==> src/chet_pkg.sv <==
// Shared constants, types and the arctangent table of the compass heading error tracker.
package chet_pkg;

  // Angle resolution and CORDIC length.
  localparam int ANGLE_FRACTION_BITS = 7;
  localparam int CORDIC_ITERATIONS   = 16;
  localparam int GUARD_BITS          = 12;
  localparam int WORK_BITS           = ANGLE_FRACTION_BITS + GUARD_BITS;
  localparam int TABLE_BITS          = 22;
  localparam int TABLE_LEN           = 24;
  localparam int ITER_N = (CORDIC_ITERATIONS < TABLE_LEN) ? CORDIC_ITERATIONS : TABLE_LEN;
  localparam int IDX_W               = $clog2(TABLE_LEN);
  localparam int ATAN_SHIFT          = TABLE_BITS - WORK_BITS;
  localparam int ATAN_HALF           = (ATAN_SHIFT > 0) ? (1 << (ATAN_SHIFT - 1)) : 0;

  // Field and datapath widths.
  localparam int MAG_W      = 16;
  localparam int HEAD_W     = 16;
  localparam int ERR_W      = 16;
  localparam int CUM_W      = 32;
  localparam int THR_W      = 31;
  localparam int SUM_W      = 18;
  localparam int DIV_W      = 18;
  localparam int XY_W       = 27;
  localparam int Z_W        = WORK_BITS + 10;
  localparam int HR_W       = Z_W - GUARD_BITS;
  localparam int IN_DATA_W  = 32;
  localparam int OUT_DATA_W = 88;
  localparam int PADDR_W    = 4;
  localparam int PDATA_W    = 32;

  // Angles in output units.
  localparam int H_QUARTER = 90 << ANGLE_FRACTION_BITS;
  localparam int H_HALF    = 180 << ANGLE_FRACTION_BITS;
  localparam int H_FULL    = 360 << ANGLE_FRACTION_BITS;

  // Register indexes on the configuration port.
  localparam logic [1:0] REG_TURN  = 2'd0;
  localparam logic [1:0] REG_ALARM = 2'd1;
  localparam logic [1:0] REG_HUGE  = 2'd2;

  // Reset values of the thresholds.
  localparam logic [THR_W-1:0] TURN_RESET  = THR_W'(25 << ANGLE_FRACTION_BITS);
  localparam logic [THR_W-1:0] ALARM_RESET = THR_W'(55 << ANGLE_FRACTION_BITS);
  localparam logic [THR_W-1:0] HUGE_RESET  = THR_W'(500 << ANGLE_FRACTION_BITS);

  typedef struct packed {
    logic [THR_W-1:0] turn;
    logic [THR_W-1:0] alarm;
    logic [THR_W-1:0] huge;
  } thresholds_t;

  // atan(2^-i) in degrees, rounded to the working angle scale.
  function automatic logic [Z_W-1:0] atan_step(input logic [IDX_W-1:0] i);
    logic [39:0] t;
    logic [39:0] r;
    case (i)
      5'd0:  t = 40'd188743680;
      5'd1:  t = 40'd111421900;
      5'd2:  t = 40'd58872272;
      5'd3:  t = 40'd29884485;
      5'd4:  t = 40'd15000234;
      5'd5:  t = 40'd7507429;
      5'd6:  t = 40'd3754631;
      5'd7:  t = 40'd1877430;
      5'd8:  t = 40'd938729;
      5'd9:  t = 40'd469366;
      5'd10: t = 40'd234683;
      5'd11: t = 40'd117342;
      5'd12: t = 40'd58671;
      5'd13: t = 40'd29335;
      5'd14: t = 40'd14668;
      5'd15: t = 40'd7334;
      5'd16: t = 40'd3667;
      5'd17: t = 40'd1833;
      5'd18: t = 40'd917;
      5'd19: t = 40'd458;
      5'd20: t = 40'd229;
      5'd21: t = 40'd115;
      5'd22: t = 40'd57;
      5'd23: t = 40'd29;
      default: t = 40'd0;
    endcase
    r = (t + 40'(ATAN_HALF)) >> ATAN_SHIFT;
    return Z_W'(r);
  endfunction

endpackage

==> src/chet_div3.sv <==
// Bit-serial divider of an unsigned value by three, one quotient bit per cycle.
module chet_div3 (
  input  logic                      clk,
  input  logic                      rst,
  input  logic                      start,
  input  logic [chet_pkg::DIV_W-1:0] dividend,
  output logic                      done,
  output logic [chet_pkg::DIV_W-1:0] quotient
);
  import chet_pkg::*;

  localparam int CNT_W = $clog2(DIV_W);

  logic [DIV_W-1:0] shreg;
  logic [1:0]       rem;
  logic [CNT_W-1:0] count;
  logic             busy;
  logic [2:0]       trial;
  logic             fits;

  // Bring the next dividend bit down beside the remainder, most significant first.
  assign trial    = {rem, shreg[DIV_W-1]};
  assign fits     = (trial >= 3'd3);
  assign quotient = shreg;

  always_ff @(posedge clk) begin
    if (rst) begin
      busy  <= 1'b0;
      done  <= 1'b0;
      count <= '0;
    end else begin
      done <= 1'b0;
      if (start) begin
        busy  <= 1'b1;
        count <= '0;
        shreg <= dividend;
        rem   <= 2'd0;
      end else if (busy) begin
        shreg <= {shreg[DIV_W-2:0], fits};
        rem   <= fits ? 2'(trial - 3'd3) : trial[1:0];
        count <= count + 1'b1;
        if (count == CNT_W'(DIV_W - 1)) begin
          busy <= 1'b0;
          done <= 1'b1;
        end
      end
    end
  end

endmodule

==> src/chet_cordic.sv <==
// Iterative vectoring CORDIC that turns an x/y vector into a heading.
module chet_cordic (
  input  logic                              clk,
  input  logic                              rst,
  input  logic                              start,
  input  logic signed [chet_pkg::MAG_W-1:0] ax,
  input  logic signed [chet_pkg::MAG_W-1:0] ay,
  output logic                              done,
  output logic [chet_pkg::HEAD_W-1:0]       heading
);
  import chet_pkg::*;

  localparam logic [1:0] PH_IDLE  = 2'd0;
  localparam logic [1:0] PH_ITER  = 2'd1;
  localparam logic [1:0] PH_WRAP  = 2'd2;
  localparam logic [1:0] PH_ROUND = 2'd3;

  localparam logic signed [Z_W-1:0] Z_180 = Z_W'(180 * (2 ** WORK_BITS));
  localparam logic signed [Z_W-1:0] Z_360 = Z_W'(360 * (2 ** WORK_BITS));
  localparam logic signed [Z_W-1:0] Z_RND = Z_W'(1 << (GUARD_BITS - 1));
  localparam logic [HR_W-1:0]       HR_FULL = HR_W'(H_FULL);

  logic [1:0]              phase;
  logic [IDX_W-1:0]        iter;
  logic signed [XY_W-1:0]  x;
  logic signed [XY_W-1:0]  y;
  logic signed [Z_W-1:0]   z;
  logic signed [XY_W-1:0]  dx;
  logic signed [XY_W-1:0]  dy;
  logic signed [Z_W-1:0]   angle;
  logic                    y_pos;
  logic signed [XY_W-1:0]  x_init;
  logic signed [XY_W-1:0]  y_init;
  logic [Z_W-1:0]          z_rnd;
  logic [HR_W-1:0]         h_rnd;

  assign dx     = y >>> iter;
  assign dy     = x >>> iter;
  assign angle  = $signed(atan_step(iter));
  assign y_pos  = !y[XY_W-1] && (y != '0);
  assign x_init = {{(XY_W-MAG_W-8){ax[MAG_W-1]}}, ax, 8'd0};
  assign y_init = {{(XY_W-MAG_W-8){ay[MAG_W-1]}}, ay, 8'd0};
  assign z_rnd  = z + Z_RND;
  assign h_rnd  = z_rnd[Z_W-1:GUARD_BITS];

  always_ff @(posedge clk) begin
    if (rst) begin
      phase <= PH_IDLE;
      done  <= 1'b0;
      iter  <= '0;
    end else begin
      done <= 1'b0;
      case (phase)
        PH_IDLE: begin
          if (start) begin
            // Vectors on an axis, and the zero vector, have exact headings.
            if (ay == '0) begin
              heading <= ax[MAG_W-1] ? HEAD_W'(H_HALF) : '0;
              done    <= 1'b1;
            end else if (ax == '0) begin
              heading <= ay[MAG_W-1] ? HEAD_W'(3 * H_QUARTER) : HEAD_W'(H_QUARTER);
              done    <= 1'b1;
            end else begin
              iter  <= '0;
              phase <= PH_ITER;
              if (ax[MAG_W-1]) begin
                x <= -x_init;
                y <= -y_init;
                z <= Z_180;
              end else begin
                x <= x_init;
                y <= y_init;
                z <= '0;
              end
            end
          end
        end
        PH_ITER: begin
          if (y_pos) begin
            x <= x + dx;
            y <= y - dy;
            z <= z + angle;
          end else begin
            x <= x - dx;
            y <= y + dy;
            z <= z - angle;
          end
          iter <= iter + 1'b1;
          if (iter == IDX_W'(ITER_N - 1)) begin
            phase <= PH_WRAP;
          end
        end
        PH_WRAP: begin
          if (z[Z_W-1]) begin
            z <= z + Z_360;
          end
          phase <= PH_ROUND;
        end
        PH_ROUND: begin
          heading <= (h_rnd >= HR_FULL) ? HEAD_W'(h_rnd - HR_FULL) : HEAD_W'(h_rnd);
          done    <= 1'b1;
          phase   <= PH_IDLE;
        end
        default: begin
          phase <= PH_IDLE;
        end
      endcase
    end
  end

endmodule

==> src/chet_apb.sv <==
// Threshold registers behind the APB-style configuration port.
module chet_apb (
  input  logic                          clk,
  input  logic                          rst,
  input  logic                          psel,
  input  logic                          penable,
  input  logic                          pwrite,
  input  logic [chet_pkg::PADDR_W-1:0]  paddr,
  input  logic [chet_pkg::PDATA_W-1:0]  pwdata,
  output logic [chet_pkg::PDATA_W-1:0]  prdata,
  output logic                          pready,
  output chet_pkg::thresholds_t         thr
);
  import chet_pkg::*;

  logic       wr_en;
  logic [1:0] index;

  assign pready = 1'b1;
  assign index  = paddr[PADDR_W-1:2];
  assign wr_en  = psel && penable && pwrite && pready;

  always_ff @(posedge clk) begin
    if (rst) begin
      thr.turn  <= TURN_RESET;
      thr.alarm <= ALARM_RESET;
      thr.huge  <= HUGE_RESET;
    end else if (wr_en) begin
      case (index)
        REG_TURN:  thr.turn  <= pwdata[THR_W-1:0];
        REG_ALARM: thr.alarm <= pwdata[THR_W-1:0];
        REG_HUGE:  thr.huge  <= pwdata[THR_W-1:0];
        default: begin
        end
      endcase
    end
  end

  always_comb begin
    case (index)
      REG_TURN:  prdata = PDATA_W'(thr.turn);
      REG_ALARM: prdata = PDATA_W'(thr.alarm);
      REG_HUGE:  prdata = PDATA_W'(thr.huge);
      default:   prdata = '0;
    endcase
  end

endmodule

==> src/compass_heading_error_tracker.sv <==
// Top level of the compass heading error tracker: grouping, sequencing and error tracking.
// The first two words of a group are only added in; the third holds the input off while
// the serial divides by three and the CORDIC run, and its result word is offered after the
// error and accumulation steps, or after a division of the heading sum when it completes
// a target. An axis mean skips the iterations; a third word without a result frees the input.
// Reset is synchronous and active high; it restores the threshold defaults and the idle state.
module compass_heading_error_tracker (
  input  logic                              clk,
  input  logic                              rst,
  input  logic                              s_tvalid,
  output logic                              s_tready,
  // s_tdata, from bit 0: mag_x[15:0], mag_y[31:16]
  input  logic [chet_pkg::IN_DATA_W-1:0]    s_tdata,
  // s_tuser: acquire[0]
  input  logic [0:0]                        s_tuser,
  output logic                              m_tvalid,
  input  logic                              m_tready,
  // m_tdata, from bit 0: heading[15:0], target_heading[31:16], heading_error[47:32],
  // error_sum[79:48], steer_left[80], steer_right[81], alarm[82],
  // huge_positive[83], huge_negative[84], zero padding[87:85]
  output logic [chet_pkg::OUT_DATA_W-1:0]   m_tdata,
  // m_tuser: result_kind[0]
  output logic [0:0]                        m_tuser,
  input  logic                              psel,
  input  logic                              penable,
  input  logic                              pwrite,
  input  logic [chet_pkg::PADDR_W-1:0]      paddr,
  input  logic [chet_pkg::PDATA_W-1:0]      pwdata,
  output logic [chet_pkg::PDATA_W-1:0]      prdata,
  output logic                              pready
);
  import chet_pkg::*;

  // Sequencer states.
  localparam logic [2:0] ST_IDLE = 3'd0;
  localparam logic [2:0] ST_DIV  = 3'd1;
  localparam logic [2:0] ST_CORD = 3'd2;
  localparam logic [2:0] ST_ERR  = 3'd3;
  localparam logic [2:0] ST_ACC  = 3'd4;
  localparam logic [2:0] ST_TDIV = 3'd5;
  localparam logic [2:0] ST_EMIT = 3'd6;

  localparam logic signed [HEAD_W:0] E_HALF = (HEAD_W + 1)'(H_HALF);
  localparam logic signed [HEAD_W:0] E_FULL = (HEAD_W + 1)'(H_FULL);
  localparam logic signed [CUM_W:0]  C_MAX  = {2'b00, {(CUM_W-1){1'b1}}};
  localparam logic signed [CUM_W:0]  C_MIN  = {2'b11, {(CUM_W-1){1'b0}}};

  logic [2:0]              state;
  thresholds_t             thr;

  // Tracking state.
  logic [1:0]              group_count;
  logic signed [SUM_W-1:0] sum_x;
  logic signed [SUM_W-1:0] sum_y;
  logic                    need_target;
  logic [1:0]              acquire_count;
  logic [SUM_W-1:0]        heading_sum;
  logic [HEAD_W-1:0]       target;
  logic signed [CUM_W-1:0] cumulative;

  // Per-group working registers.
  logic                    sx_neg;
  logic                    sy_neg;
  logic [HEAD_W-1:0]       hd;
  logic signed [ERR_W-1:0] err;
  logic                    kind;

  // Input word unpacking.
  logic                    s_acc;
  logic signed [MAG_W-1:0] in_x;
  logic signed [MAG_W-1:0] in_y;
  logic                    in_acq;

  logic signed [SUM_W-1:0] sum_x_new;
  logic signed [SUM_W-1:0] sum_y_new;
  logic [1:0]              count_new;
  logic                    group_done;
  logic [DIV_W-1:0]        mag_x;
  logic [DIV_W-1:0]        mag_y;
  logic [SUM_W-1:0]        heading_sum_new;

  // Divider and CORDIC hookup.
  logic                    divx_start;
  logic                    divy_start;
  logic [DIV_W-1:0]        divx_dividend;
  logic                    divx_done;
  logic                    divy_done;
  logic [DIV_W-1:0]        divx_q;
  logic [DIV_W-1:0]        divy_q;
  logic                    cord_start;
  logic signed [MAG_W-1:0] avg_x;
  logic signed [MAG_W-1:0] avg_y;
  logic                    cord_done;
  logic [HEAD_W-1:0]       cord_heading;

  // Error and accumulation.
  logic signed [HEAD_W:0]  diff;
  logic signed [HEAD_W:0]  diff_wrapped;
  logic signed [CUM_W:0]   acc_sum;
  logic signed [CUM_W-1:0] acc_sat;

  // Flags on the cumulative error.
  logic signed [CUM_W:0]   cum_s;
  logic signed [CUM_W:0]   cum_mag;
  logic signed [CUM_W:0]   turn_s;
  logic signed [CUM_W:0]   alarm_s;
  logic signed [CUM_W:0]   huge_s;
  logic                    steer_left;
  logic                    steer_right;
  logic                    alarm;
  logic                    huge_positive;
  logic                    huge_negative;
  logic                    out_free;

  assign s_tready = (state == ST_IDLE);
  assign s_acc    = s_tvalid && s_tready;
  assign in_x     = s_tdata[MAG_W-1:0];
  assign in_y     = s_tdata[2*MAG_W-1:MAG_W];
  assign in_acq   = s_tuser[0];

  // An acquire word throws away the partial group before it is added in.
  assign sum_x_new  = (in_acq ? '0 : sum_x) + {{(SUM_W-MAG_W){in_x[MAG_W-1]}}, in_x};
  assign sum_y_new  = (in_acq ? '0 : sum_y) + {{(SUM_W-MAG_W){in_y[MAG_W-1]}}, in_y};
  assign count_new  = (in_acq ? 2'd0 : group_count) + 2'd1;
  assign group_done = s_acc && (count_new == 2'd3);

  // The average truncates toward zero, so the magnitude is divided and the sign put back.
  assign mag_x = sum_x_new[SUM_W-1] ? DIV_W'(-sum_x_new) : DIV_W'(sum_x_new);
  assign mag_y = sum_y_new[SUM_W-1] ? DIV_W'(-sum_y_new) : DIV_W'(sum_y_new);

  assign heading_sum_new = heading_sum + SUM_W'(cord_heading);

  // The x lane of the divider also forms the rounded mean of the three target headings.
  assign divy_start    = group_done;
  assign divx_start    = group_done ||
                         ((state == ST_CORD) && cord_done && need_target &&
                          (acquire_count == 2'd2));
  assign divx_dividend = (state == ST_IDLE) ? mag_x : DIV_W'(heading_sum_new + 1'b1);

  assign avg_x      = sx_neg ? MAG_W'(-divx_q[MAG_W-1:0]) : divx_q[MAG_W-1:0];
  assign avg_y      = sy_neg ? MAG_W'(-divy_q[MAG_W-1:0]) : divy_q[MAG_W-1:0];
  assign cord_start = (state == ST_DIV) && divx_done && divy_done;

  chet_div3 u_div_x (
    .clk      (clk),
    .rst      (rst),
    .start    (divx_start),
    .dividend (divx_dividend),
    .done     (divx_done),
    .quotient (divx_q)
  );

  chet_div3 u_div_y (
    .clk      (clk),
    .rst      (rst),
    .start    (divy_start),
    .dividend (mag_y),
    .done     (divy_done),
    .quotient (divy_q)
  );

  chet_cordic u_cordic (
    .clk     (clk),
    .rst     (rst),
    .start   (cord_start),
    .ax      (avg_x),
    .ay      (avg_y),
    .done    (cord_done),
    .heading (cord_heading)
  );

  chet_apb u_apb (
    .clk     (clk),
    .rst     (rst),
    .psel    (psel),
    .penable (penable),
    .pwrite  (pwrite),
    .paddr   (paddr),
    .pwdata  (pwdata),
    .prdata  (prdata),
    .pready  (pready),
    .thr     (thr)
  );

  // Heading error, wrapped into plus or minus half a turn.
  always_comb begin
    diff = $signed({1'b0, hd}) - $signed({1'b0, target});
    if (diff > E_HALF) begin
      diff_wrapped = diff - E_FULL;
    end else if (diff < -E_HALF) begin
      diff_wrapped = diff + E_FULL;
    end else begin
      diff_wrapped = diff;
    end
  end

  // Saturating accumulation of the error.
  always_comb begin
    acc_sum = {cumulative[CUM_W-1], cumulative} +
              {{(CUM_W+1-ERR_W){err[ERR_W-1]}}, err};
    if (acc_sum > C_MAX) begin
      acc_sat = C_MAX[CUM_W-1:0];
    end else if (acc_sum < C_MIN) begin
      acc_sat = C_MIN[CUM_W-1:0];
    end else begin
      acc_sat = acc_sum[CUM_W-1:0];
    end
  end

  // Threshold comparisons are made one bit wider so that the negated thresholds fit.
  assign cum_s         = {cumulative[CUM_W-1], cumulative};
  assign cum_mag       = cum_s[CUM_W] ? -cum_s : cum_s;
  assign turn_s        = $signed({2'b00, thr.turn});
  assign alarm_s       = $signed({2'b00, thr.alarm});
  assign huge_s        = $signed({2'b00, thr.huge});
  assign steer_left    = (cum_s > turn_s);
  assign steer_right   = (cum_s < -turn_s);
  assign alarm         = (cum_mag >= alarm_s);
  assign huge_positive = (cum_s >= huge_s);
  assign huge_negative = (cum_s <= -huge_s);

  assign out_free = !m_tvalid || m_tready;

  always_ff @(posedge clk) begin
    if (rst) begin
      state         <= ST_IDLE;
      group_count   <= 2'd0;
      sum_x         <= '0;
      sum_y         <= '0;
      need_target   <= 1'b1;
      acquire_count <= 2'd0;
      heading_sum   <= '0;
      target        <= '0;
      cumulative    <= '0;
      m_tvalid      <= 1'b0;
    end else begin
      // A taken word is cleared unless a new one is loaded at the same edge.
      if (m_tvalid && m_tready && (state != ST_EMIT)) begin
        m_tvalid <= 1'b0;
      end
      case (state)
        ST_IDLE: begin
          if (s_acc) begin
            if (in_acq) begin
              need_target   <= 1'b1;
              acquire_count <= 2'd0;
              heading_sum   <= '0;
            end
            if (group_done) begin
              group_count <= 2'd0;
              sum_x       <= '0;
              sum_y       <= '0;
              sx_neg      <= sum_x_new[SUM_W-1];
              sy_neg      <= sum_y_new[SUM_W-1];
              state       <= ST_DIV;
            end else begin
              group_count <= count_new;
              sum_x       <= sum_x_new;
              sum_y       <= sum_y_new;
            end
          end
        end
        ST_DIV: begin
          if (divx_done && divy_done) begin
            state <= ST_CORD;
          end
        end
        ST_CORD: begin
          if (cord_done) begin
            hd <= cord_heading;
            if (need_target) begin
              if (acquire_count == 2'd2) begin
                acquire_count <= 2'd0;
                heading_sum   <= '0;
                state         <= ST_TDIV;
              end else begin
                acquire_count <= acquire_count + 2'd1;
                heading_sum   <= heading_sum_new;
                state         <= ST_IDLE;
              end
            end else begin
              state <= ST_ERR;
            end
          end
        end
        ST_ERR: begin
          err   <= diff_wrapped[ERR_W-1:0];
          kind  <= 1'b0;
          state <= ST_ACC;
        end
        ST_ACC: begin
          cumulative <= acc_sat;
          state      <= ST_EMIT;
        end
        ST_TDIV: begin
          if (divx_done) begin
            target      <= divx_q[HEAD_W-1:0];
            cumulative  <= '0;
            need_target <= 1'b0;
            err         <= '0;
            kind        <= 1'b1;
            state       <= ST_EMIT;
          end
        end
        ST_EMIT: begin
          // The result waits here only while the previous word is still unclaimed.
          if (out_free) begin
            m_tvalid   <= 1'b1;
            m_tuser[0] <= kind;
            m_tdata    <= {3'b000, huge_negative, huge_positive, alarm, steer_right,
                           steer_left, cumulative, err, target, hd};
            state      <= ST_IDLE;
          end
        end
        default: begin
          state <= ST_IDLE;
        end
      endcase
    end
  end

endmodule

==> config.mk <==
export PLATFORM = sky130hd
export DESIGN_NAME = compass_heading_error_tracker
export DESIGN_NICKNAME = d
export VERILOG_FILES = /design/src/chet_pkg.sv /design/src/chet_div3.sv /design/src/chet_cordic.sv /design/src/chet_apb.sv /design/src/compass_heading_error_tracker.sv
export SDC_FILE = /design/constraint.sdc
export NUM_CORES = 2
export LEC_CHECK = 0
export ABC_AREA = 1
export BUFFER_PORTS_ARGS = -buffer_cell sky130_fd_sc_hd__clkbuf_2
export CAP_MARGIN = 20
export CORE_UTILIZATION = 60
export DETAILED_ROUTE_END_ITERATION = 6
export GPL_TIMING_DRIVEN = 0
export PLACE_DENSITY = 0.81
export SYNTH_ARGS = -nofsm -noshare
export SYNTH_HDL_FRONTEND = slang
export SYNTH_HIERARCHICAL = 1
export SYNTH_SLANG_ARGS = --single-unit
==> constraint.sdc <==
create_clock -name clk -period 15.12 [get_ports clk]
set_clock_uncertainty 0.2 [all_clocks]
set_input_delay 4.536 -clock clk [delete_from_list [all_inputs] [get_ports clk]]
set_output_delay 4.536 -clock clk [all_outputs]
set_load 0.02 [all_outputs]
==> flow_summary_export.csv <==
group,metric,value,unit
run_status,outcome,"finished with violations",
run_status,violations,"DRC",
setup_path,crit_type,"in2out",
finish,num-nets-final,7589,
cts,clock_tree_from_tritoncts,"built",
setup_path,cp_data_arrival_time,5.85,ns
floorplanning,dieArea,77100,um2
placed_design,place_area,48000,um2
synth,synth_largest_type_area_fraction,17.1,%
placed_design,dp_worst_setup_slack,4.57,ns
synth,synth_top_area_cell,"edfxtp_1",
cts,htreeDepth,2,
power,p_comb_share,58.8,%
route,drt_iter0_markers,4818,
grt,antenna_found_initial,2,
sta,fmax,0.0944,GHz
power,internal-power,4.03,mW
setup_path,worstPathMaxFanout,10,
cts,cts_post_setup_buffers_inserted,0,
synth,yosys-top-cells-area,"edfxtp_1 17%, nand2_1 16%, dfxtp_1 11%, ha_1 10%, nand3_1 7.4%",
power,total_switching_power,4.12,mW
synth,synthesis.area,45600,um2
power,report.power.total,8.15,mW
worst_hold_path,timing.hold.worst_path_depth,0,
cts,cts_buffer_depth,3,
sta,min_hold_slack,0.220,ns
finish,final_core_utilization,66.7,%
synth,number_of_synthesized_flops_with_an_enable_pin,260,
synth,synth_seq_cells,512,
power,power_leakage,23.9,nW
cts,root_buffer,"clkbuf_16",
cts,cts_sink_count,512,
setup_path,worst-r2r-cell-count,21,
floorplanning,num_rows,100,
sta,smallest_setup_slack_after_layout,4.53,ns
placed_design,gp_congestion,1.08,
setup_path,timing.reg2reg.setup_slack,9.44,ns
floorplanning,num_io_pins,200,
sta,fin_crit,10.59,ns
grt,via_count_of_the_first_global_routing_pass,43900,
power,power_frac_clock,18.0,%
grt,grt_max_degree,33,
route,routed_antenna_nets,0,
worst_hold_path,timing.hold.worst.class,"reg2reg",
sta,worst_slew_margin_rel,29.4,%
synth,post_syn_instances,6860,
finish,most-common-layout-cells,"1930 x nand2_1, 736 x nor2_1, 719 x inv_1, 677 x nand3_1, 482 x a21oi_1",
synth,yosys_most_used_dff,"edfxtp_1",
route,routed_wire_length_per_instance,18.8,um
synth,seq_area_frac_synth,28.2,%
route,viasPerCell,5.88,
route,routed_wirelength,153000,um
floorplanning,dieWidth,278,um
synth,post_synth.cell_area_avg,6.65,um2
route,dr_total_vias,47900,
finish,finish.instance_area,49900,um2
placed_design,placed_cells_incl_taps,8034,
cts,cts_resized,0,
power,power.switching_fraction,50.5,%
setup_path,end_kind,"output port",
sta,setup_repair_after_global_routing_missed_its_margin,"no",
worst_hold_path,timing.hold.worst.start,"kind$_DFFE_PP_",
flow_run,max_capacitance_violation_count,0,
synth,synth.distinct_cells,72,
route,drt_drc_violations_left,13,
setup_path,r2r-end,"u_cordic/x[25]$_DFFE_PP_",
sta,drv_slew,0,
sta,final-hold-violation-count,0,
cts,postCtsHoldBufs,0,
sta,final_min_period_over_clock_period,70.0,%
power,power_frac_seq,23.2,%
synth,yosysWarnings,6,
synth,synth_async_sr_flop_share,0,%
placed_design,buffer_ports.inserted,190,
grt,global_route.usage.total,38.3,%
floorplanning,core_region_area,74800,um2
finish,antenna_cells_inserted,0,
cts,path_clk_slew,0.06,ns
finish,share_of_final_layout_standard_cells_stronger_than_drive_strength_1,8.02,%
finish,area_growth,9.52,%
worst_hold_path,timing.hold.worst_endpoint,"m_tuser$_DFFE_PP_",
finish,fillerInstances,6876,
cts,worstSkewPairLatency,0.68,ns
power,power_density,163,nW/um2
floorplanning,floorplan.initialDensity,60.9,%
cts,cts_inserted_buffers,57,
grt,grt_pass1_wl,236000,um
sta,fin_setup_tns,0,ns
sta,max_slew.worst_pin.slew,1.06,ns
finish,fin_cells,8141,
route,detailedRoute.firstPassIterationCount,7,
grt,grt.overflow.total,0,
setup_path,worst_ep_required_time,10.38,ns
power,maximum_vdd_ir_drop,160,uV
sta,setup_violation_total_in_the_final_timing_report,0,
finish,layout_commonest_cell,"nand2_1",
setup_path,worstReg2RegStart,"u_cordic/y[18]$_DFFE_PP_",
placed_design,post-dp-hpwl,122000,um
setup_path,start_kind,"input pin",
floorplanning,die_h,278,um
kinds of logic (layout without fill, tap and decap cells):
group                    Yosys count  count (layout)  share of synthesized area (%)
other                              3               5                         0.0247
flip-flops                       512             512                           28.2
XOR/XNOR                         296             296                           5.80
AND/OR/NAND/NOR                 3748            3748                           35.3
AO/OA/AOI/OAI                    961             961                           11.4
buffers and inverters            951            1261                           8.46
adder cells (fa/ha/maj)          389             389                           10.8
worst max-delay path, stage by stage:
cell and delay [ns]:
clkbuf_2 0.12, nor2_2 0.24, clkbuf_1 0.47, nand2_1 0.12
nand3_1 0.17, clkbuf_2 0.19
power by group through the flow:
stage / registers (mW) / clock network [mW] / logic, mW
after global routing: 1.90 / 1.53 / 5.30
after detailed placement: 1.91 / 0 / 4.64
final: 1.89 / 1.47 / 4.79
after floorplan: 1.80 / 0 / 3.49
after CTS: 1.88 / 1.48 / 4.68
after global placement: 1.92 / 0 / 4.56
registers in the layout (all words and copies together) (netlist names), 16 cells and up, named ones only:
| register | flops |
|---|---|
| target | 16 |
| u_div_y/quotient | 18 |
| u_cordic/y | 27 |
| u_cordic/heading | 16 |
| err | 16 |
| heading_sum | 18 |
| u_div_x/quotient | 18 |
| u_cordic/z | 29 |
| m_tdata | 85 |
| cumulative | 32 |
| sum_y | 18 |
| sum_x | 18 |
| u_apb/thr | 93 |
| u_cordic/x | 27 |
| hd | 16 |
layer usage:
metal	vias to the layer above	track usage (%)	part of all wire, %
met5	-	0	0
met4	0	20.3	6.1
met3	469	4.86	8.0
met2	2208	64.5	46
met1	22000	47.9	40
li1	23200	-	-
how the worst max path moves through the flow:
stage | start | to | slack, ns | cells after the start
6_report | paddr[3] | prdata[25] | 4.53 | 6
5_1_grt | paddr[3] | prdata[25] | 4.44 | 6
4_1_cts | paddr[3] | prdata[25] | 4.55 | 6
3_5_place_dp | paddr[3] | prdata[25] | 4.57 | 6
3_3_place_gp | rst | m_tdata[67]$_DFFE_PP_ | -0.24 | 4
2_1_floorplan | rst | m_tdata[0]$_DFFE_PP_ | 3.54 | 3
cell type report:
type / instances / area, um2 / area share (%)
multi-input cells: 5399 / 28900 / 57.9
flip-flops and latches: 512 / 12900 / 25.7
inverters: 746 / 2810 / 5.63
clock buffers: 70 / 1560 / 3.12
well taps: 969 / 1210 / 2.43
repair buffers: 203 / 1120 / 2.24
plain buffers: 205 / 1040 / 2.09
clock inverters: 37 / 425 / 0.852
synth_stat cells (5+ instances only):
library cell	number
o31ai_1	10
xnor2_1	88
nand2_2	23
buf_4	24
xor2_1	201
or2_2	18
a21oi_1	483
clkbuf_1	77
a31oi_1	15
and3_1	6
nor2_4	13
o21ai_2	7
o21ai_1	38
o22ai_1	12
o211ai_1	16
buf_2	64
nand3b_1	27
nand3_1	677
nand4_1	97
nor3_2	9
o221ai_1	7
nand3_2	13
xor2_2	7
buf_1	26
nor2_2	36
nand2_1	1930
dfxtp_1	252
nor2_1	738
ha_1	381
inv_2	20
a21o_1	15
nor4_1	28
fa_1	8
edfxtp_1	260
and2_1	7
o21ai_0	284
buf_6	14
o21a_1	25
a22oi_1	8
inv_1	719
or2_1	5
a211oi_1	12
o21bai_1	9
nor3_1	101
Power figures use the tool's default switching activity.
